<file path="config.mk">
export PLATFORM = sky130hd
export DESIGN_NAME = rsvm_kernel_acc
export DESIGN_NICKNAME = d
export VERILOG_FILES = /design/src/sv/rsvm_pkg.sv /design/src/sv/rsvm_kernel_acc.sv
export SDC_FILE = /design/constraint.sdc
export NUM_CORES = 2
export LEC_CHECK = 0
export BUFFER_PORTS_ARGS = -buffer_cell sky130_fd_sc_hd__buf_2
export CAP_MARGIN = 20
export CORE_ASPECT_RATIO = 0.75
export CORE_UTILIZATION = 40
export CTS_CLUSTER_SIZE = 24
export DETAILED_ROUTE_END_ITERATION = 8
export PLACE_DENSITY = 0.63
export SYNTH_ARGS = -nofsm -noshare
export SYNTH_HDL_FRONTEND = slang
export SYNTH_SLANG_ARGS = --single-unit
</file>
<file path="constraint.sdc">
create_clock -name i_clk -period 15.9 [get_ports i_clk]
set_clock_uncertainty 0.05 [all_clocks]
set_input_delay 1.59 -clock i_clk [delete_from_list [all_inputs] [get_ports i_clk]]
set_output_delay 1.59 -clock i_clk [all_outputs]
set_load 0.01 [all_outputs]
</file>
<file path="src/sv/rsvm_pkg.sv">
// shared types, constants and the exp2 fraction table
`timescale 1ns / 1ps
package rsvm_pkg;
    localparam int MAX_VECTORS = 256;
    localparam int FEATURES    = 8;
    localparam int SLOT_W      = $clog2(MAX_VECTORS);
    localparam int CNT_W       = $clog2(MAX_VECTORS + 1);
    localparam int CFG_IDX_W   = 2;
    localparam int CFG_DATA_W  = 32;
    localparam logic [CFG_IDX_W-1:0] CFG_GAMMA = 2'd0;
    localparam logic [CFG_IDX_W-1:0] CFG_OFFSET = 2'd1;
    localparam logic [CFG_IDX_W-1:0] CFG_COUNT = 2'd2;
    localparam logic OP_LOAD  = 1'b0;
    localparam logic OP_SCORE = 1'b1;
    localparam logic [16:0] LOG2E_Q16 = 17'd94548;
    localparam logic [63:0] STEP_Q32 = 64'd4283353945;

    typedef struct packed {
        logic               op;
        logic [7:0]         slot;
        logic signed [31:0] weight;
        logic signed [15:0] feature_7;
        logic signed [15:0] feature_6;
        logic signed [15:0] feature_5;
        logic signed [15:0] feature_4;
        logic signed [15:0] feature_3;
        logic signed [15:0] feature_2;
        logic signed [15:0] feature_1;
        logic signed [15:0] feature_0;
    } t_in_item;

    typedef struct packed {
        logic signed [47:0] score;
        logic               saturated;
    } t_out_item;

    typedef logic signed [15:0] t_vec [FEATURES];

    // control from the sequencer to the kernel pipeline
    typedef struct packed {
        logic valid;
        logic last;
    } t_lane_ctl;

    // 65536 * 2^(-f/256) by repeated rounded steps
    function automatic logic [15:0] pow2_frac(input logic [7:0] f);
        logic [63:0] x;
        logic [63:0] e;
        x = 64'd1 << 32;
        for (int k = 0; k < 256; k++) begin
            if (k == int'(f)) begin
                e = (x + 64'd32768) >> 16;
                return (e > 64'd65535) ? 16'hFFFF : e[15:0];
            end
            x = ((x * STEP_Q32) + (64'd1 << 31)) >> 32;
        end
        return 16'd0;
    endfunction

    typedef logic [15:0] t_table [256];
    function automatic t_table build_table();
        t_table t;
        for (int i = 0; i < 256; i++) t[i] = pow2_frac(8'(i));
        return t;
    endfunction
    localparam t_table POW2_TABLE = build_table();
endpackage

</file>
<file path="src/sv/rsvm_kernel_acc.sv">
// exp kernel, weighting and accumulation with final rounding
`timescale 1ns / 1ps
module rsvm_kernel_acc (
    input  logic                i_clk,
    input  logic                i_rst_n,
    input  rsvm_pkg::t_lane_ctl i_ctl,
    input  logic [36:0]         i_d2,
    input  logic [15:0]         i_gamma,
    input  logic signed [31:0]  i_weight,
    input  logic signed [31:0]  i_offset_b,
    input  logic                i_start,
    output logic                o_done,
    output rsvm_pkg::t_out_item o_res
);
    // stage a: t = gamma*d2 (>= 2^34 means kernel zero)
    logic [52:0] n_t;
    logic [19:0] r_t16;
    logic        r_tz;
    logic        r_tz_b;
    logic signed [31:0] r_wa, r_wb, r_wc;
    rsvm_pkg::t_lane_ctl r_ca, r_cb, r_cc;
    logic [36:0] r_u;
    logic [7:0]  w_f;
    logic [15:0] r_k;
    logic signed [63:0] r_acc;
    logic        r_done;
    logic signed [63:0] n_acc_add;
    logic signed [48:0] n_prod;

    assign n_t = 53'(i_d2) * 53'(i_gamma);
    // u is the product over 2^16: integer part from bit 32, table index at bits 31:24
    assign w_f = r_u[31:24];

    always_ff @(posedge i_clk) begin
        r_tz   <= n_t >= (53'd16 << 30);
        r_t16  <= n_t[33:14];
        r_wa   <= i_weight;
        r_u    <= 37'(r_t16) * 37'(rsvm_pkg::LOG2E_Q16);
        // zero flag is registered again so it stays aligned with r_u, behind r_t16
        r_tz_b <= r_tz;
        r_wb   <= r_wa;
        if (r_tz_b || r_u[36:32] >= 5'd16) r_k <= 16'd0;
        else r_k <= rsvm_pkg::POW2_TABLE[w_f] >> r_u[35:32];
        r_wc   <= r_wb;
    end

    assign n_prod = 49'(r_wc) * $signed({1'b0, r_k});
    assign n_acc_add = r_acc + 64'(n_prod);

    always_ff @(posedge i_clk) begin
        if (!i_rst_n) begin
            r_ca <= '0; r_cb <= '0; r_cc <= '0; r_done <= 1'b0;
            r_acc <= '0;
        end else begin
            r_ca <= i_ctl; r_cb <= r_ca; r_cc <= r_cb;
            r_done <= 1'b0;
            if (i_start) r_acc <= -(64'(i_offset_b) <<< 16);
            else if (r_cc.valid) begin
                r_acc <= n_acc_add;
                if (r_cc.last) r_done <= 1'b1;
            end
        end
    end

    // the sum stays far inside the 48 bit score range, so it never clips
    always_comb begin
        logic signed [63:0] r;
        logic signed [47:0] q;
        r = r_acc + 64'sd32768;
        q = r[63:16];
        o_res.score = q;
        o_res.saturated = 1'b0;
    end
    assign o_done = r_done;
endmodule

</file>
### Word level (Yosys, flattened, before mapping)

Memory sizes are Yosys's and may differ from the RTL's.
Index checks and enable logic that the tools add are counted.

* add/subtract/negate cells: 3
* $mul: 3
* magnitude comparators: 3
* shift operators: 1
* multiplexer cells: 5
* bitwise operators: 3
* reductions and logical operators: 3

Operators by type and width (number)
* $mux 64: 2
* $add 64x17->64 const B: 1
* $add 64x49->64: 1
* $neg 48->64: 1
* $ge 53x35->1 const B: 1
* $mul 37x16->53: 1
* $mul 32x17->49: 1
* $mul 20x15->35 const B: 1
* $mux 16: 2
* $shr 16x4->16: 1
* $ge 9x9->1 const B: 1
* $not 8->9: 1
* $ge 5x5->1 const B: 1
* $reduce_or 3->1: 1
* $not 1->1: 2
* $reduce_bool 2->1: 1
* $logic_or 1x1->1: 1
* $mux 1: 1

* register bits: 240
* bits in read-only memories: 4096
* input bits: 122
* word-level logic and storage cells: 38
* memories kept: 1

Memory list
* (no name shown): words 256, width 16, rd ports 1, clocked after memory_dff 0, write ports 0, line rsvm_kernel_acc.sv:43 `else r_k <= rsvm_pkg::POW2_TABLE[w_f] >> r_u[35:32];`

### Depth between registers and ports, before layout

* depth after elaboration: 5
* mapped depth: 27

### Worst setup path after synthesis

No wires, ideal clock.

* kind: input-to-reg
* start point: input port i_gamma[15]
* end point: register r_tz
* setup time: 0.121 ns
* arrival: 7.923 ns
* required time: 15.729 ns
* path slack: 7.806 ns
* stages on the path: 27
* cells stage by stage: clkbuf_1 -> clkbuf_1 -> nand2_1 -> fa_1 -> inv_1 -> fa_1 -> inv_1 -> fa_1 -> inv_1 -> fa_1 -> inv_1 -> fa_1 -> fa_1 -> inv_1 -> ha_1 -> clkbuf_1 -> a21o_1 -> a21oi_1 -> o21bai_1 -> nor2_1 -> xor2_1 -> nand2_1 -> or4_1 -> a221o_1 -> nor4_1 -> o2111a_1 -> nand2_1

* word-level cells in the longest chain between the ends: 2

Ends and longest elaborated chain
* start, declared: line rsvm_kernel_acc.sv:8 `input logic [15:0] i_gamma,`
* $mul 37x16->53: line rsvm_kernel_acc.sv:30 `assign n_t = 53'(i_d2) * 53'(i_gamma);`
* $ge 53x35->1: line rsvm_kernel_acc.sv:35 `r_tz <= n_t >= (53'd16 << 30);`
* end signal, assigned: line rsvm_kernel_acc.sv:35
* end, declared: line rsvm_kernel_acc.sv:18 `logic r_tz;`

No other way between the ends.
A chain may end at the register's enable or synchronous reset.

### Worst setup path in the final report

* start point: input port i_gamma[1]
* end point: register r_tz

Same word-level chain as after synthesis.

==> impl_metrics.csv <==
group,metric,value,unit
drt,wl,167,mm
placed_design,detailed_place_hpwl,132,mm
timing,worst_hold_slack,273,ps
clocking,holdBufCountCts,0,
floorplan,placeable_area,143000,sq um
synthesis,seq_area_frac_synth,0.0757,
clocking,clock_tree.root_cell,"sky130_fd_sc_hd__clkbuf_16",
final_layout,layout-area-overhead-vs-synth,5.39,%
synthesis,synth-edff-count,0,
grt,grt_antenna_before_repair,14,
critical_path,worst_path_max_delay_cell,"sky130_fd_sc_hd__buf_2",
clocking,cts_tree,"done",
placed_design,buffer_ports.inserted,170,
floorplan,die_boundary_height,331,microns
timing,fmax,118,MHz
critical_path,timing_worst_setup_path_type,"in -> reg",
placed_design,placed_cells_incl_taps,8362,
timing,unrepaired_setup_endpoints_after_global_routing,"no",
critical_path,crit_path_start_kind,"primary input",
timing,finalHoldViolations,0,
critical_path,crit_arrival,8920,ps
timing,slew_violations,0,
drt,drcViolationCount,0,
final_layout,layout.cells.non_filler,8417,
grt,grt_start_max_net_pins,114,
synthesis,synthesis.instances,6607,
critical_path,slowest_delay,680,ps
clocking,post_cts_buffers,0,
synthesis,synth_top_area_cell,"sky130_fd_sc_hd__fa_1",
drt,drt-vias-per-instance,5.37,
floorplan,dieArea,146000,sq um
clocking,cts.sinks,218,
synthesis,netlist_top_cells_area,"sky130_fd_sc_hd__fa_1 (42%), sky130_fd_sc_hd__ha_1 (9.3%), sky130_fd_sc_hd__inv_1 (9.0%)",
synthesis,post_synth_cell_types,101,
floorplan,floorplan.die.width,440,microns
timing,relSlewSlack,0.232,
clocking,cts.htree.levels,1,
min_path,holdCritPathClass,"reg -> reg",
floorplan,initial_core_utilization,0.404,
synthesis,synth_async_sr_flop_share,0,
outcome,run_status,"finished clean",
clocking,post_cts_resized,0,
synthesis,mappedNetlistArea,57600,sq um
timing,final_critical_path_time_including_i_o_delays_and_setup,8460,ps
clocking,clock_insertion_delay_worst_skew,610,ps
drt,dr.pass1.iters,6,
placed_design,gp_congestion,0.959,
final_layout,design.final.nets,8257,
critical_path,path_cells,"buf_2 -> nand2_1 -> fa_1 -> inv_1 -> fa_1 -> inv_1 -> fa_1 -> inv_1 -> fa_1 -> fa_1 -> fa_1 -> ha_1 -> nand2_1 -> o21ai_0 -> nor4_1 -> a21oi_2 -> o21ai_1 -> or4_1 -> a221o_1 -> nor4_1 -> o2111a_1 -> nand2_1",
grt,grt_pass1_vias,47526,
timing,finalSetupViolCount,0,
job,timing.max_cap.violations,0,
timing,timing_worst_slew_pin_value,1150,ps
drt,wl_per_cell,19.8,microns
drt,antenna_viol_nets_final,0,
grt,global_route_wire_length_before_repair,269,mm
timing,setup-tns-final,0,ps
clocking,clkSlewWorstSetupHoldPaths,70,ps
critical_path,timing.critical_path.to_type,"register",
synthesis,synth.yosys.warnings,0,
floorplan,placement_rows,120,
critical_path,cell_seen_most_often_among_critical_path_stages,"sky130_fd_sc_hd__fa_1",
floorplan,count_of_boundary_i_o_pins,172,
synthesis,synth_seq_cells,218,
synthesis,postSynthAreaPerCell,8.72,sq um
synthesis,synthFlopType,"sky130_fd_sc_hd__dfxtp_1",
drt,drtIter0Drc,4204,
synthesis,synth.most_common_cell,"sky130_fd_sc_hd__inv_1",
drt,vias,45217,
clocking,clk_path_buf_depth,3,
clocking,numCtsBuffers,25,
timing,post-route-period-util,0.532,
grt,globalRoute.totalOverflow,0,
synthesis,synth_top_cell_area_share,0.419,
final_layout,final_layout_size_suffix_gt1_frac,0.0499,
critical_path,timing.critical_path.fanout_max,37,
synthesis,synth.top_cells.by_count,"sky130_fd_sc_hd__inv_1 (1383), sky130_fd_sc_hd__fa_1 (1206), sky130_fd_sc_hd__nand2_1 (908), sky130_fd_sc_hd__and2_1 (430), sky130_fd_sc_hd__ha_1 (429)",
grt,global_route.usage.total,0.233,
critical_path,critical_path_rt,16360,ps
synthesis,syn-num-nets,8364,
cell usage in the layout, fill, tap and decap left out, types with 41 or more instances in the layout:
| cell | count |
|---|---|
| sky130_fd_sc_hd__nor2b_1 | 41 |
| sky130_fd_sc_hd__a211oi_1 | 66 |
| sky130_fd_sc_hd__a31oi_1 | 45 |
| sky130_fd_sc_hd__inv_1 | 1383 |
| sky130_fd_sc_hd__o21ai_0 | 194 |
| sky130_fd_sc_hd__nand2_1 | 907 |
| sky130_fd_sc_hd__mux2i_1 | 43 |
| sky130_fd_sc_hd__xnor2_1 | 123 |
| sky130_fd_sc_hd__xor2_1 | 53 |
| sky130_fd_sc_hd__nor3_1 | 62 |
| sky130_fd_sc_hd__ha_1 | 429 |
| sky130_fd_sc_hd__buf_2 | 170 |
| sky130_fd_sc_hd__nor2_1 | 201 |
| sky130_fd_sc_hd__nand3_1 | 74 |
| sky130_fd_sc_hd__fa_1 | 1205 |
| sky130_fd_sc_hd__dfxtp_1 | 211 |
| sky130_fd_sc_hd__a21oi_1 | 215 |
| sky130_fd_sc_hd__and2_1 | 430 |
| sky130_fd_sc_hd__a21o_1 | 54 |
final cells by class:
type / instances / area (sq um)
Sequential cell: 218 / 4380
Fill cell: 14146 / 82100
Clock buffer: 30 / 664
Clock inverter: 16 / 199
Antenna cell: 7 / 17.5
Timing Repair Buffer: 212 / 1190
Multi-Input combinational cell: 4655 / 46700
Inverter: 1388 / 5210
Tap cell: 1891 / 2370
state kept, by name (all words and copies together), names as in the netlist:
register and cells:
r_acc 64, r_wa 32, r_wb 32, r_wc 32
r_t16 20, r_k 16, r_u 13, r_ca 2
r_cb 2, r_cc 2, o_done 1, r_tz 1
r_tz_b 1
worst paths after layout:
kind                                 start         to  slack, ps  depth (start not counted)
worst min register to register     r_wb[1]    r_wc[1]        270                          0
worst max-delay path            i_gamma[1]       r_tz       7440                         22
worst min-delay path               r_wb[1]    r_wc[1]        270                          0
worst max register to register      r_k[3]  r_acc[59]       7690                         22
kinds of logic after synthesis:
kind of cell | synth area share
simple gates | 0.159
buf+inv | 0.114
fa+ha+maj | 0.512
compound gates | 0.0975
flops | 0.0757
xor+xnor | 0.0268
mux | 0.0141
other cells | 0.0000651
layer usage:
metal | track usage | up-vias | wire [microns]
li1 | - | 20206 | -
met1 | 0.348 | 22924 | 77400
met2 | 0.351 | 1849 | 71500
met3 | 0.0429 | 232 | 14500
met4 | 0.0469 | 6 | 3320
met5 | 0 | - | 42
per-stage QoR:
stage | worst slack [ps] | util | area (sq um)
CTS | 7520 | 0.425 | 60700
global placement | 6990 | 0.419 | 59800
detailed placement | 6900 | 0.419 | 59800
global route | 6890 | 0.425 | 60700
finish | 7440 | 0.425 | 60700
floorplan | 7810 | - | 57600
worst max-delay path: cells and delay by family:
family | cells | cell delay, ps
AO/OA/AOI/OAI | 5 | 1660
buffers and inverters | 4 | 870
adder cells (fa/ha/maj) | 7 | 3520
AND/OR/NAND/NOR | 6 | 1220
Power is left out: the tool's default activity adds up to more than one toggle a clock period on the data nets, which glitch-free logic cannot reach.
